<file path="src/sv/int_to_pow2_radix_ascii_unit_defines.svh">
// Assertion macros for the int_to_pow2_radix_ascii_unit RTL.
// Used by files that assert; expects i_clk and i_rst_n in scope.
`ifndef INT_TO_POW2_RADIX_ASCII_UNIT_DEFINES_SVH
`define INT_TO_POW2_RADIX_ASCII_UNIT_DEFINES_SVH

// Property checked at every clock edge outside reset.
`define I2PR_ASSERT(lbl, prop, msg) \
    lbl: assert property (@(posedge i_clk) disable iff (!i_rst_n) prop) \
        else $error(msg);

// Condition a at one edge implies condition b at the next edge.
`define I2PR_ASSERT_NEXT(lbl, a, b, msg) \
    lbl: assert property (@(posedge i_clk) disable iff (!i_rst_n) (a) |=> (b)) \
        else $error(msg);

`endif

</file>
<file path="src/sv/i2pr_pkg.sv">
// Shared types, character codes and digit lookup for the radix ASCII converter.
// No dependencies.
`timescale 1ns / 1ps
`default_nettype none

package i2pr_pkg;

    localparam int DIGIT_W = 5;

    localparam logic [2:0] RADIX_MIN = 3'd1;
    localparam logic [2:0] RADIX_MAX = 3'd5;

    localparam logic [6:0] CHAR_NUL   = 7'h00;
    localparam logic [6:0] CHAR_MINUS = 7'h2D;
    localparam logic [6:0] CHAR_ZERO  = 7'h30;
    localparam logic [6:0] CHAR_A     = 7'h41;

    localparam logic ST_OK        = 1'b0;
    localparam logic ST_BAD_RADIX = 1'b1;

    typedef struct packed {
        logic load;
        logic shift;
    } t_shift_ctl;

    typedef struct packed {
        logic [6:0] out_char;
        logic       status;
        logic       last;
    } t_result;

    function automatic logic [6:0] digit_char(input logic [DIGIT_W-1:0] d);
        logic [6:0] d7;
        d7 = {2'b00, d};
        if (d < 5'd10) begin
            return CHAR_ZERO + d7;
        end
        return CHAR_A + d7 - 7'd10;
    endfunction

endpackage

`default_nettype wire

</file>
<file path="src/sv/i2pr_if.sv">
// Valid/ready channel interfaces: input items and result characters.
// No dependencies.
`timescale 1ns / 1ps
`default_nettype none

interface i2pr_in_if #(
    parameter int VALUE_BITS = 32
);
    logic                  valid;
    logic                  ready;
    logic [VALUE_BITS-1:0] value;
    logic [2:0]            radix_bits;

    modport source (output valid, output value, output radix_bits, input ready);
    modport sink   (input valid, input value, input radix_bits, output ready);
endinterface

interface i2pr_out_if;
    logic       valid;
    logic       ready;
    logic [6:0] out_char;
    logic       status;
    logic       last;

    modport source (output valid, output out_char, output status, output last, input ready);
    modport sink   (input valid, input out_char, input status, input last, output ready);
endinterface

`default_nettype wire

</file>
<file path="src/sv/i2pr_shift_unit.sv">
// Digit shift register: holds the aligned magnitude and presents the top digit.
// Depends on i2pr_pkg.
`timescale 1ns / 1ps
`default_nettype none

module i2pr_shift_unit
    import i2pr_pkg::*;
#(
    parameter int VALUE_BITS = 32
) (
    input  wire logic                  i_clk,
    input  wire t_shift_ctl            i_ctl,
    input  wire logic [VALUE_BITS-1:0] i_mag,
    input  wire logic [2:0]            i_pad,
    input  wire logic [2:0]            i_radix,
    output logic      [DIGIT_W-1:0]    o_digit
);

    // room for up to four pad bits so digit edges line up with the top
    localparam int WW = VALUE_BITS + 4;

    logic [WW-1:0] r_work;
    logic [2:0]    r_radix;

    always_ff @(posedge i_clk) begin
        if (i_ctl.load) begin
            r_work  <= {4'b0000, i_mag} << i_pad;
            r_radix <= i_radix;
        end else if (i_ctl.shift) begin
            r_work <= r_work << r_radix;
        end
    end

    assign o_digit = r_work[WW-1 -: DIGIT_W] >> (RADIX_MAX - r_radix);

endmodule

`default_nettype wire

</file>
<file path="src/sv/i2pr_out_stage.sv">
// Result output register on the character channel.
// Depends on i2pr_pkg and i2pr_if.
`timescale 1ns / 1ps
`default_nettype none

module i2pr_out_stage
    import i2pr_pkg::*;
(
    input  wire logic    i_clk,
    input  wire logic    i_rst_n,
    input  wire logic    i_push,
    input  wire t_result i_res,
    output logic         o_free,
    i2pr_out_if.source   o_out
);

    logic    r_valid;
    t_result r_res;

    assign o_free = !r_valid || o_out.ready;

    always_ff @(posedge i_clk) begin
        if (!i_rst_n) begin
            r_valid <= 1'b0;
        end else if (i_push) begin
            r_valid <= 1'b1;
        end else if (o_out.ready) begin
            r_valid <= 1'b0;
        end
    end

    always_ff @(posedge i_clk) begin
        if (i_push) begin
            r_res <= i_res;
        end
    end

    assign o_out.valid    = r_valid;
    assign o_out.out_char = r_res.out_char;
    assign o_out.status   = r_res.status;
    assign o_out.last     = r_res.last;

endmodule

`default_nettype wire

</file>
<file path="src/sv/int_to_pow2_radix_ascii_unit.sv">
// Top level: signed integer to ASCII in base 2^r, one character per transfer.
// Depends on i2pr_pkg, i2pr_if, i2pr_shift_unit, i2pr_out_stage and the defines header.
//
//  channel  dir  transfer when        payload
//  i_in     in   valid & ready        value[VALUE_BITS-1:0], radix_bits[2:0]
//  o_out    out  valid & ready        out_char[6:0], status, last
//
// An item is accepted in S_IDLE, passes S_SIGN if negative, and then the sequencer
// walks one digit position per cycle through the shift unit, leading zeros too, unless stalled.
// A bad radix goes through S_ERR. The next item is taken the cycle after the last push.
// Synchronous active-low reset clears the sequencer and the output valid.
// A stalled output holds the sequencer on emitting steps; skips still advance.
`timescale 1ns / 1ps
`default_nettype none
`include "int_to_pow2_radix_ascii_unit_defines.svh"

module int_to_pow2_radix_ascii_unit
    import i2pr_pkg::*;
#(
    parameter int VALUE_BITS = 32
) (
    input  wire logic  i_clk,
    input  wire logic  i_rst_n,
    i2pr_in_if.sink    i_in,
    i2pr_out_if.source o_out
);

    localparam int CW = $clog2(VALUE_BITS + 1);

    localparam int ND_1 = VALUE_BITS;
    localparam int ND_2 = (VALUE_BITS + 1) / 2;
    localparam int ND_3 = (VALUE_BITS + 2) / 3;
    localparam int ND_4 = (VALUE_BITS + 3) / 4;
    localparam int ND_5 = (VALUE_BITS + 4) / 5;

    localparam int PAD_1 = VALUE_BITS + 4 - ND_1;
    localparam int PAD_2 = VALUE_BITS + 4 - ND_2 * 2;
    localparam int PAD_3 = VALUE_BITS + 4 - ND_3 * 3;
    localparam int PAD_4 = VALUE_BITS + 4 - ND_4 * 4;
    localparam int PAD_5 = VALUE_BITS + 4 - ND_5 * 5;

    typedef enum logic [3:0] {
        S_IDLE  = 4'b0001,
        S_ERR   = 4'b0010,
        S_SIGN  = 4'b0100,
        S_DIGIT = 4'b1000
    } t_state;

    t_state              r_state, n_state;
    logic [CW-1:0]       r_cnt, n_cnt;
    logic                r_started, n_started;

    logic                  w_neg;
    logic [VALUE_BITS-1:0] w_mag;
    logic                  w_rad_ok;
    logic [CW-1:0]         w_nd;
    logic [2:0]            w_pad;
    logic [DIGIT_W-1:0]    w_digit;
    logic                  w_free;
    logic                  w_push;
    t_result               w_res;
    t_shift_ctl            w_ctl;

    assign w_neg    = i_in.value[VALUE_BITS-1];
    assign w_mag    = w_neg ? (~i_in.value + {{(VALUE_BITS-1){1'b0}}, 1'b1}) : i_in.value;
    assign w_rad_ok = (i_in.radix_bits >= RADIX_MIN) && (i_in.radix_bits <= RADIX_MAX);

    always_comb begin
        unique case (i_in.radix_bits)
            3'd1: begin
                w_nd  = CW'(ND_1);
                w_pad = 3'(PAD_1);
            end
            3'd2: begin
                w_nd  = CW'(ND_2);
                w_pad = 3'(PAD_2);
            end
            3'd3: begin
                w_nd  = CW'(ND_3);
                w_pad = 3'(PAD_3);
            end
            3'd4: begin
                w_nd  = CW'(ND_4);
                w_pad = 3'(PAD_4);
            end
            3'd5: begin
                w_nd  = CW'(ND_5);
                w_pad = 3'(PAD_5);
            end
            default: begin
                w_nd  = CW'(1);
                w_pad = 3'd0;
            end
        endcase
    end

    assign i_in.ready = (r_state == S_IDLE);

    always_comb begin
        n_state   = r_state;
        n_cnt     = r_cnt;
        n_started = r_started;
        w_ctl     = '0;
        w_push    = 1'b0;
        w_res     = '{out_char: CHAR_NUL, status: ST_OK, last: 1'b0};
        unique case (r_state)
            S_IDLE: begin
                if (i_in.valid) begin
                    w_ctl.load = 1'b1;
                    n_cnt      = w_nd;
                    n_started  = 1'b0;
                    if (!w_rad_ok) begin
                        n_state = S_ERR;
                    end else if (w_neg) begin
                        n_state = S_SIGN;
                    end else begin
                        n_state = S_DIGIT;
                    end
                end
            end
            S_ERR: begin
                w_res = '{out_char: CHAR_NUL, status: ST_BAD_RADIX, last: 1'b1};
                if (w_free) begin
                    w_push  = 1'b1;
                    n_state = S_IDLE;
                end
            end
            S_SIGN: begin
                w_res = '{out_char: CHAR_MINUS, status: ST_OK, last: 1'b0};
                if (w_free) begin
                    w_push  = 1'b1;
                    n_state = S_DIGIT;
                end
            end
            S_DIGIT: begin
                w_res = '{out_char: digit_char(w_digit), status: ST_OK,
                          last: (r_cnt == CW'(1))};
                // leading zero: drop it, but always keep the final digit
                if ((w_digit == '0) && !r_started && (r_cnt != CW'(1))) begin
                    w_ctl.shift = 1'b1;
                    n_cnt       = r_cnt - CW'(1);
                end else if (w_free) begin
                    w_push      = 1'b1;
                    w_ctl.shift = 1'b1;
                    n_cnt       = r_cnt - CW'(1);
                    n_started   = 1'b1;
                    if (r_cnt == CW'(1)) begin
                        n_state = S_IDLE;
                    end
                end
            end
            default: begin
                n_state = S_IDLE;
            end
        endcase
    end

    always_ff @(posedge i_clk) begin
        if (!i_rst_n) begin
            r_state   <= S_IDLE;
            r_cnt     <= '0;
            r_started <= 1'b0;
        end else begin
            r_state   <= n_state;
            r_cnt     <= n_cnt;
            r_started <= n_started;
        end
    end

    i2pr_shift_unit #(
        .VALUE_BITS(VALUE_BITS)
    ) u_shift (
        .i_clk   (i_clk),
        .i_ctl   (w_ctl),
        .i_mag   (w_mag),
        .i_pad   (w_pad),
        .i_radix (i_in.radix_bits),
        .o_digit (w_digit)
    );

    i2pr_out_stage u_out (
        .i_clk   (i_clk),
        .i_rst_n (i_rst_n),
        .i_push  (w_push),
        .i_res   (w_res),
        .o_free  (w_free),
        .o_out   (o_out)
    );

    `I2PR_ASSERT(a_state_onehot, ($onehot(r_state)), "sequencer state not one-hot")
    `I2PR_ASSERT(a_push_free, (w_push |-> w_free), "result pushed into occupied slot")
    `I2PR_ASSERT(a_cnt_live, ((r_state == S_DIGIT) |-> (r_cnt != '0)), "digit count ran out")
    `I2PR_ASSERT_NEXT(a_last_idle, w_push && w_res.last, r_state == S_IDLE, "no idle after last")

endmodule

`default_nettype wire

</file>
<file path="src/flat_wrapper.sv">
// flat-port wrapper written by rule: the top's interface ports become plain ports
module int_to_pow2_radix_ascii_unit_flat import i2pr_pkg::*;
#(
    parameter int VALUE_BITS = 32
)
  (i_clk, i_rst_n, i_in_valid, i_in_value, i_in_radix_bits, i_in_ready, o_out_valid, o_out_out_char, o_out_status, o_out_last, o_out_ready);
  i2pr_in_if #(.VALUE_BITS(VALUE_BITS)) i_in_i ();
  i2pr_out_if o_out_i ();
  input  wire logic i_clk;
  input  wire logic i_rst_n;
  input wire logic [$bits(i_in_i.valid)-1:0] i_in_valid;
  input wire logic [$bits(i_in_i.value)-1:0] i_in_value;
  input wire logic [$bits(i_in_i.radix_bits)-1:0] i_in_radix_bits;
  output wire logic [$bits(i_in_i.ready)-1:0] i_in_ready;
  output wire logic [$bits(o_out_i.valid)-1:0] o_out_valid;
  output wire logic [$bits(o_out_i.out_char)-1:0] o_out_out_char;
  output wire logic [$bits(o_out_i.status)-1:0] o_out_status;
  output wire logic [$bits(o_out_i.last)-1:0] o_out_last;
  input wire logic [$bits(o_out_i.ready)-1:0] o_out_ready;
  assign i_in_i.valid = i_in_valid;
  assign i_in_i.value = i_in_value;
  assign i_in_i.radix_bits = i_in_radix_bits;
  assign i_in_ready = i_in_i.ready;
  assign o_out_valid = o_out_i.valid;
  assign o_out_out_char = o_out_i.out_char;
  assign o_out_status = o_out_i.status;
  assign o_out_last = o_out_i.last;
  assign o_out_i.ready = o_out_ready;
  int_to_pow2_radix_ascii_unit #(.VALUE_BITS(VALUE_BITS)) u_core (.i_clk(i_clk), .i_rst_n(i_rst_n), .i_in(i_in_i), .o_out(o_out_i));
endmodule
</file>
<file path="config.mk">
export PLATFORM = sky130hd
export DESIGN_NAME = int_to_pow2_radix_ascii_unit_flat
export DESIGN_NICKNAME = d
export VERILOG_FILES = /design/src/sv/i2pr_pkg.sv /design/src/sv/i2pr_if.sv /design/src/sv/i2pr_shift_unit.sv /design/src/sv/i2pr_out_stage.sv /design/src/sv/int_to_pow2_radix_ascii_unit.sv /design/src/flat_wrapper.sv
export VERILOG_INCLUDE_DIRS = /design/src /design/src/sv
export SDC_FILE = /design/constraint.sdc
export NUM_CORES = 1
export LEC_CHECK = 0
export BUFFER_PORTS_ARGS = -buffer_cell sky130_fd_sc_hd__buf_2
export CAP_MARGIN = 0
export CORE_ASPECT_RATIO = 0.6
export CORE_UTILIZATION = 35
export CTS_CLUSTER_DIAMETER = 30
export DETAILED_ROUTE_END_ITERATION = 8
export PLACE_DENSITY = 0.61
export REMOVE_ABC_BUFFERS = 1
export SYNTH_ARGS = -nofsm -noshare
export SYNTH_HDL_FRONTEND = slang
export SYNTH_HIERARCHICAL = 1
export SYNTH_SLANG_ARGS = --single-unit
</file>
<file path="constraint.sdc">
create_clock -name i_clk -period 6.5 [get_ports i_clk]
set_input_delay 1.625 -clock i_clk [delete_from_list [all_inputs] [get_ports i_clk]]
set_output_delay 1.625 -clock i_clk [all_outputs]
set_load 0.1 [all_outputs]
</file>
==> Yosys cells after proc, flatten, opt, wreduce, memory -nomap -nowiden <==
Index checks and enable logic that the tools add are counted.
{ "classes": {"add_sub_neg": 6, "n_mul": 0, "n_div": 0, "n_lt_le_gt_ge": 3, "eq_ne": 18, "shifts": 3, "mux": 36, "n_bitwise": 1, "reduce_logical": 15} }
{ "ops": {"columns": ["cell", "n"], "rows": [
  ["2-to-1 mux 36 bit", 2],
  ["<< shifter 32 x 3 -> 36 bit", 1],
  ["<< shifter 36 x 3 -> 36 bit", 1],
  ["adder 32 x 1 -> 32 bit (second input constant)", 1],
  ["2-to-1 mux 32 bit", 1],
  ["2-to-1 mux 4 bit", 8],
  ["inverter 32 bit", 1],
  ["one-hot mux 6 bit (5 select lines)", 1],
  ["one-hot mux 9 bit (3 select lines)", 1],
  ["2-to-1 mux 6 bit", 3],
  ["one-hot mux 4 bit (4 select lines)", 1],
  ["2-to-1 mux 7 bit", 2],
  ["2-to-1 mux 1 bit", 13],
  ["one-hot mux 6 bit (2 select lines)", 1],
  ["inequality test 2 bit (second input constant)", 5],
  ["one-hot mux 3 bit (3 select lines)", 1],
  ["adder 6 x 5 -> 7 bit (first input constant)", 1],
  ["adder 7 x 5 -> 7 bit (first input constant)", 1],
  ["subtractor 7 x 4 -> 7 bit (second input constant)", 1],
  ["== test 3 x 2 -> 1 bit (second input constant)", 2],
  ["== test 3 bit (second input constant)", 2],
  ["== test 6 x 1 -> 1 bit (second input constant)", 1],
  ["inequality test 6 x 1 -> 1 bit (second input constant)", 1],
  ["AND reduction 6 bit", 1],
  ["23 further kinds", 29]
]} }
{ "totals": {"regBits": 60, "latchBits": 0, "mem_bits_rw": 0, "romBits": 0, "input_bits": 39, "memories": 0} }

==> Logic depth before layout (Yosys ltp) <==
Gate-level depths: netlist (run 1).
{ "logic_depth": {"word_depth": 9, "depth_mapped": 14} }

==> By module <==
Netlist (run 1), hierarchy kept.
{ "by_module_without_submodules": {"columns": ["module", "n_inst", "cells_each", "area_each_um2", "seq_area_each_um2"], "rows": [
  ["i2pr_shift_unit", 1, 319, 3658.5, 1171.1],
  ["int_to_pow2_radix_ascii_unit", 1, 229, 1629.1, 220.2],
  ["i2pr_out_stage", 1, 13, 319.1, 290.3]
]} }

==> Worst setup path after synthesis (run 1) <==
Ideal clock, no wire load.
{ "synth_path": {"path_type": "input to register", "startpoint": "input port i_in_value[14]", "endpoint": "register u_core.u_shift.r_work[32] (data pin)", "setup_time_ns": 0.261, "t_arrival_ns": 3.965, "t_required_ns": 6.239, "path_slack_ns": 2.275, "path_stages": 9, "n_path_buf": 0, "path_cell_list": "or4_4 -> or3_1 -> or4_4 -> o21ai_2 -> xnor2_1 -> mux2_2 -> mux2i_1 -> a221oi_1 -> a221o_1"} }
{ "synth_between": {"elab_chain_cells": 5} }
{ "synth_rtl": {"columns": ["item", "line", "source"], "rows": [
  ["start, declared", "flat_wrapper.sv:12", "input wire logic [$bits(i_in_i.value)-1:0] i_in_value;"],
  ["inverter 32 bit", "int_to_pow2_radix_ascii_unit.sv:65", "assign w_mag = w_neg ? (~i_in.value + {{(VALUE_BITS-1){1'b0}}, 1'b1}) : i_in.value;"],
  ["adder 32 x 1 -> 32 bit", "int_to_pow2_radix_ascii_unit.sv:65", null],
  ["2-to-1 mux 32 bit", "int_to_pow2_radix_ascii_unit.sv:65", null],
  ["net u_core.w_mag[30]", "int_to_pow2_radix_ascii_unit.sv:54", "logic [VALUE_BITS-1:0] w_mag;"],
  ["<< shifter 32 x 3 -> 36 bit", "i2pr_shift_unit.sv:27", "r_work <= {4'b0000, i_mag} << i_pad;"],
  ["2-to-1 mux 36 bit", "i2pr_shift_unit.sv:26", "if (i_ctl.load) begin"],
  ["end signal, assigned", "i2pr_shift_unit.sv:27", null],
  ["end signal, assigned", "i2pr_shift_unit.sv:30", "r_work <= r_work << r_radix;"],
  ["end, declared", "i2pr_shift_unit.sv:22", "logic [WW-1:0] r_work;"]
]} }
The timed path passes the listed nets, and every way through them passes these cells.
A chain may end at the register's enable or synchronous reset.

==> Final worst setup path (run 1) <==
{ "layout_path": {"startpoint": "input port i_in_value[6]", "endpoint": "register u_core.u_shift.r_work[15] (data pin)"} }
The elaborated chain is that of the path after synthesis.

==> results of run 1 <==
-- metal layers --
layer / track usage / part of all wire
met2: 0.2527 / 0.41
met5: 0 / 0
met3: 0.05455 / 0.11
met1: 0.2978 / 0.48
met4: 0.03916 / 0.0061
-- worst reg2reg max path, cell delays in order, from the launching register on --
cell	delay (ns)
edfxtp_1	0.32
buf_4	0.50
nor2b_1	0.15
a22o_1	0.21
nand2_1	0.08
o21ai_0	0.24
nor4_1	0.29
o211ai_1	0.25
a21oi_2	0.43
or2_2	0.80
-- power breakdown --
part	internal (mW)	total [mW]	switching, mW
registers	0.539	0.611	0.0723
logic	0.309	0.768	0.459
clock network	0.306	0.482	0.176
total	1.15	1.86	0.707
-- sequential cells by signal, summed over array words and instances (netlist names) --
name,flops
u_core/u_out/o_out.status,1
u_core/u_out/o_out.last,1
u_core/r_started,1
u_core/r_state,4
u_core/u_out/o_out.out_char,7
u_core/u_out/o_out.valid,1
u_core/r_cnt,6
u_core/u_shift/r_work,36
u_core/u_shift/r_radix,3
-- worst paths after layout --
path | endpoint | slack (ns) | depth (start not counted)
hold / removal | u_core/r_cnt[4] | 0.49 | 2
hold reg to reg | u_core/r_cnt[4] | 0.49 | 2
setup reg to reg | u_core/u_shift/r_work[14] | 2.85 | 9
setup / recovery | u_core/u_shift/r_work[15] | 2.17 | 9
-- layout make-up --
type	instances	area, µm²	share of cell area
clock inverter	6	63.81	0.01025
timing repair buffer	54	282.8	0.04542
sequential	60	1682	0.2701
clock buffer	10	239.0	0.03838
multi-input combinational	443	3641	0.5848
inverter	17	63.81	0.01025
tap	203	254.0	0.04080
-- logic make-up (layout without fill, tap and decap cells) --
| kind of cell | Yosys count | count (layout) | share of synthesized area |
|---|---|---|---|
| AOI/OAI and AO/OA | 156 | 156 | 0.1973 |
| and+or+nand+nor | 155 | 155 | 0.1464 |
| muxes | 95 | 95 | 0.2403 |
| DFF | 60 | 60 | 0.2999 |
| buffers and inverters | 58 | 87 | 0.05490 |
| xor gates and xnor gates | 32 | 32 | 0.04999 |
| adders and majority gates | 5 | 5 | 0.01116 |
-- placed cells by master (no fill, tap or decap), types with 3 or more instances in the layout --
master / count
o21ai_2: 3
or4_1: 4
nor2_1: 24
nor2b_1: 7
nor4b_1: 3
nor3_1: 11
o32ai_1: 3
mux2_2: 14
xnor2_1: 31
a21oi_1: 7
a21o_1: 3
o211ai_1: 11
a221oi_1: 4
buf_2: 49
nand2b_1: 12
dfxtp_1: 12
and3_1: 4
buf_4: 5
ha_1: 5
mux4_2: 29
a221o_1: 5
mux2i_1: 51
or2_2: 5
a211oi_1: 4
o221ai_1: 5
clkbuf_16: 9
nand2_1: 51
a22oi_1: 32
o22ai_1: 11
o21ai_0: 31
nand3_1: 7
inv_1: 16
o31ai_1: 9
edfxtp_1: 48
or3_1: 6
a31oi_1: 6
o41ai_1: 3
and2_1: 3
-- stage by stage --
| stage | total power, mW | hold WS, ns |
|---|---|---|
| after floorplan | 1.152 | 0.4539 |
| after global placement | 1.346 | 0.4704 |
| after detailed placement | 1.363 | 0.4762 |
| after CTS | 1.852 | 0.4860 |
| after global routing | 1.959 | 0.5141 |
| final | 1.860 | 0.4888 |
==> metrics.md, run 1 <==
| Metric | Value |
|---|---|
| Post-CTS Setup Bufs | 0 |
| Rel. slew slack | 0.2287 |
| Non-Filler Instances | 793 |
| Number of antenna diodes | 0 |
| Final setup fails | 0 |
| TNS Setup | 0 ns |
| Dominant synthesized flop cell | edfxtp_1 |
| Residual DRC | 2 |
| Clk Latency, worst-skew pair | 0.33 ns |
| Fmax | 231.0 MHz |
| Period Utilization, post-route | 0.6659 |
| Most frequent CP cell | nand2_1 |
| Port-buffer cells | 49 |
| CP cell instances | buf_2, or4_1, nor3_2, nand2_1, o41ai_1, xnor2_1, mux4_2, a22oi_1, nand2_1 |
| Unique cell type count in the Yosys netlist | 69 |
| Placer congestion estimate | 1.001 |
| Area growth syn-to-layout | 11.05% |
| First-pass GRT wire length | 24440 µm |
| RSZ-0062 raised after global routing | no |
| Clock Pin Slew Worst Setup and Hold Paths | 0.05 ns |
| Worst-path maximum fanout | 6 |
| Syn Inst Count | 561 |
| Synth area leader | edfxtp_1 |
| Main area contributors after synthesis | edfxtp_1 (26%), mux4_2 (12%), mux2i_1 (9.1%) |
| Sequential fraction of the synthesis area | 0.2999 |
| Antenna violations before repair | 0 |
| Area after DPL | 5923 µm² |
| Post-layout min period | 4.329 ns |
| Crit path DAT | 4.40 ns |
| Synthesis warning total | 6 |
| # H-tree levels | 3 |
| Startpoint Class | input pin |
| Die area | 16550 µm² |
| CTS Sinks | 60 |
| Asr flop ratio synth | 0 |
| Core box area | 15500 µm² |
| Failing checks | design-rule violations |
| Drt pass-1 iters | 7 |
| Post-synth EDFFs | 48 |
| HP Start | u_core/r_cnt[4] |
| Site row count | 35 |
| Root Buffer | clkbuf_16 |
| Post-CTS resize count | 0 |
| Average wire per cell in the routed design | 19.08 µm |
| Clock buffer depth | 2 |
| #FFs+latches synth | 60 |
| LEAKAGE | 2.194 nW |
| Slew of the pin with the lowest slew margin | 1.154 ns |
| Setup Skew | 0.007500 ns |
| Layout net count | 629 |
| Final Cell Area | 6226 µm² |
| Crit-path leading delay family | simple AND/OR/NAND/NOR gates |
| Synthesized area | 5607 µm² |
| Hold WC Path Type | flop to flop |
| Total GRT Usage | 0.1901 |
| Clock buffer count from CTS | 9 |
| Initial drt markers | 463 |
| Number of global-route vias before repair | 4476 |
| Largest net degree at the start of global routing | 47 |
| Reg-to-reg critical path startpoint | u_core/u_shift/r_radix[1] |
| Total grt overflow | 0 |
| Final Max Tran Viols | 0 |
| Final ANT Viol Nets | 0 |
| DR vias/cell | 6.158 |
| Critical path class | input pin to flop |
| WP buf/inv | 1 |
| DP Wirelength | 11110 µm |
| CP max stage delay | 0.67 ns |
| Layout Utilization | 0.4016 |
| Via count | 4883 |
| Critical path data required time | 6.57 ns |
| Avg Inst Size Synth | 9.994 µm² |
| CTS tree | yes |
| Die Height | 100.0 µm |
| Share of cells above drive strength 1 | 0.2254 |
| Worst setup EP type | flop |
| Outcome | finished with violations |
| CTS Hold Bufs | 0 |
| Post-synth top area share | 0.2571 |
| Crit-path slowest cell | or4_1 |
| Final worst slack | 2.171 ns |
| VDD IR max | 0.1301 mV |
| Pre-CTS setup slack | 1.858 ns |
| Power Dens Cells | 298.8 nW/µm² |
| Die X | 165.4 µm |
| Starting Density | 0.3617 |
| Most instantiated cells after synthesis | mux2i_1 (51), nand2_1 (51), edfxtp_1 (48) |
| Max Cap Viol | 0 |
| Placed cell count | 777 |
| WL final | 15130 µm |
| IO Pins | 50 |
| Crit path launch | i_in_value[6] |
| FILL cells | 1552 |
| Hold Violations, Final | 0 |
Power figures use the tool's default switching activity.
==> run 2, diff against run 1 <==
Settings changed: ABC_AREA set to 1, PLACE_DENSITY 0.61 to 0.6.
Clock period 6.5 ns to 4.43 ns, I/O delays scaled along.
==> run 2 against run 1 <==
Net effect:
- critical path type is now flop to flop
- utilization is 0.17 points lower
- final cell count is 68% higher
- critical endpoint is now u_core/u_shift/r_work[30]
- setup slack worse by 0.91 ns
- the flow now finishes without violations
- first-iteration DRC count is 82% higher
- largest cell class unchanged
==> metrics.md, run 2 <==
| Metric | Value |
|---|---|
| Via count | 7047 |
| Total grt overflow | 0 |
| Total GRT Usage | 0.2235 |
| Area growth syn-to-layout | 10.13% |
| Commonest non-fill, non-tap cell in the layout | nand2_1 |
| Hold WC Path Type | flop to flop |
| DR vias/cell | 5.279 |
| Crit path DAT | 3.24 ns |
| FILL cells | 1905 |
| Hold Violations, Final | 0 |
| Final setup fails | 0 |
| Outcome | finished, final reports clean |
| Fin Hold WS | 0.4905 ns |
| Largest net degree at the start of global routing | 36 |
| LEAKAGE | 3.396 nW |
| Asr flop ratio synth | 0 |
| Die area | 18620 µm² |
| Avg Inst Size Synth | 5.902 µm² |
| Fmax | 316.0 MHz |
| Sequential fraction of the synthesis area | 0.2660 |
| Slew of the pin with the lowest slew margin | 0.8705 ns |
| Synthesis warning total | 6 |
| Placer congestion estimate | 0.9245 |
| Post-CTS Setup Bufs | 0 |
| Clock Pin Slew Worst Setup and Hold Paths | 0.05 ns |
| Placed cell count | 1319 |
| Max reg flops | 36 |
| Unique cell type count in the Yosys netlist | 35 |
| Initial drt markers | 844 |
| Worst setup EP type | flop |
| Site row count | 37 |
| Critical path data required time | 4.50 ns |
| Share of cells above drive strength 1 | 0.09628 |
| DP Wirelength | 15730 µm |
| Antenna violations before repair | 0 |
| Startpoint Class | flop |
| Drt pass-1 iters | 5 |
| Dominant synthesized flop cell | edfxtp_1 |
| Number of antenna diodes | 0 |
| Worst-path maximum fanout | 21 |
| Post-layout min period | 3.164 ns |
| Critical path class | flop to flop |
| CTS tree | yes |
| RSZ-0062 raised after global routing | no |
| Final worst slack | 1.266 ns |
| WL final | 20240 µm |
| CTS Sinks | 60 |
| Root Buffer | clkbuf_16 |
| Pre-CTS setup slack | 1.315 ns |
| Starting Density | 0.3631 |
| Final Max Tran Viols | 0 |
| Clk Latency, worst-skew pair | 0.33 ns |
| Die X | 175.5 µm |
| VDD IR max | 0.2326 mV |
| Post-synth EDFFs | 48 |
| Clock buffer count from CTS | 9 |
| Number of global-route vias before repair | 6199 |
| Setup Skew | 0.01064 ns |
| Port-buffer cells | 49 |
| #FFs+latches synth | 60 |
| Synth area leader | edfxtp_1 |
| Die Height | 106.1 µm |
| Tot Pwr | 3.703 mW |
| Period Utilization, post-route | 0.7143 |
| Most frequent cells in the layout | nand2_1 (377), nand3_1 (278), inv_1 (115) |
| CTS Hold Bufs | 0 |
| First-pass GRT wire length | 33030 µm |
| Biggest register | u_core/u_shift/r_work |
| Post-synth top area share | 0.2280 |
| Post-CTS resize count | 0 |
| Top-count cell post-synth | nand2_1 |
| Syn Inst Count | 1071 |
| Non-Filler Instances | 1335 |
| Main area contributors after synthesis | edfxtp_1 (23%), nand2_1 (22%), nand3_1 (22%) |
| IO Pins | 50 |
| Power Dens Cells | 531.9 nW/µm² |
| Most instantiated cells after synthesis | nand2_1 (377), nand3_1 (278), inv_1 (115) |
| Max Cap Viol | 0 |
| # H-tree levels | 3 |
| Final ANT Viol Nets | 0 |
| Synthesized area | 6321 µm² |
| Rel. slew slack | 0.4183 |
| Core box area | 17410 µm² |
| Residual DRC | 0 |
| Layout net count | 1140 |
| Clock buffer depth | 2 |
| Average wire per cell in the routed design | 15.16 µm |
run 2: per-stage QoR:
stage | utilization | area, µm² | TNS [ns]
global placement | 0.3847 | 6696 | 0
CTS | 0.3999 | 6962 | 0
detailed placement | 0.3847 | 6696 | 0
finish | 0.3999 | 6962 | 0
floorplan | - | 6052 | -4.598
global route | 0.3999 | 6962 | 0
run 2: worst max-delay path, cell delays in order (launching register included):
cell and delay (ns):
edfxtp_1 0.77, inv_2 0.14, o21ai_0 0.26, inv_1 0.09, o21ai_1 0.20, inv_1 0.11
ha_1 0.19, nand3_1 0.08, nor2_1 0.05, nand2_1 0.09, nand2_1 0.06, nand2_1 0.07
inv_1 0.04, or2_2 0.47, buf_4 0.29
run 2: logic make-up after synthesis:
group	Yosys count	synth area share
adder cells (fa/ha/maj)	5	0.009897
flip-flops	60	0.2660
AO/OA/AOI/OAI	46	0.04454
XOR/XNOR	23	0.03187
buffers and inverters	168	0.1138
AND/OR/NAND/NOR	769	0.5338
run 2: power by group:
part	internal [mW]	switching (mW)
Sequential	0.932	0.150
Clock	0.391	0.242
Combinational	0.586	1.40
run 2: worst paths after layout:
kind,startpoint,to,slack (ns),cells past startpoint
setup reg to reg,u_core/u_shift/r_radix[0],u_core/u_shift/r_work[30],1.27,14
setup / recovery,u_core/u_shift/r_radix[0],u_core/u_shift/r_work[30],1.27,14
hold / removal,u_core/r_started,u_core/r_started,0.49,2
hold reg to reg,u_core/r_started,u_core/r_started,0.49,2
run 2: area by class of cell:
type                            count  area (µm²)  share of cell area
Timing Repair Buffer               62       342.8             0.04925
Inverter                          120       450.4             0.06470
Multi-Input combinational cell    843        3929              0.5643
Sequential cell                    60        1682              0.2416
Clock inverter                      3       15.01            0.002157
Clock buffer                       13       250.2             0.03595
Tap cell                          234       292.8             0.04206
run 2: metal layers:
layer  up-vias  part of all wire  routed length [µm]  GRT usage
met5         -                 0                   0          0
li1       3550                 -                   -          -
met2       341              0.36                7244     0.2812
met4         0            0.0057                 116    0.03540
met1      3146              0.52               10620     0.3717
met3        10              0.11                2257    0.04864
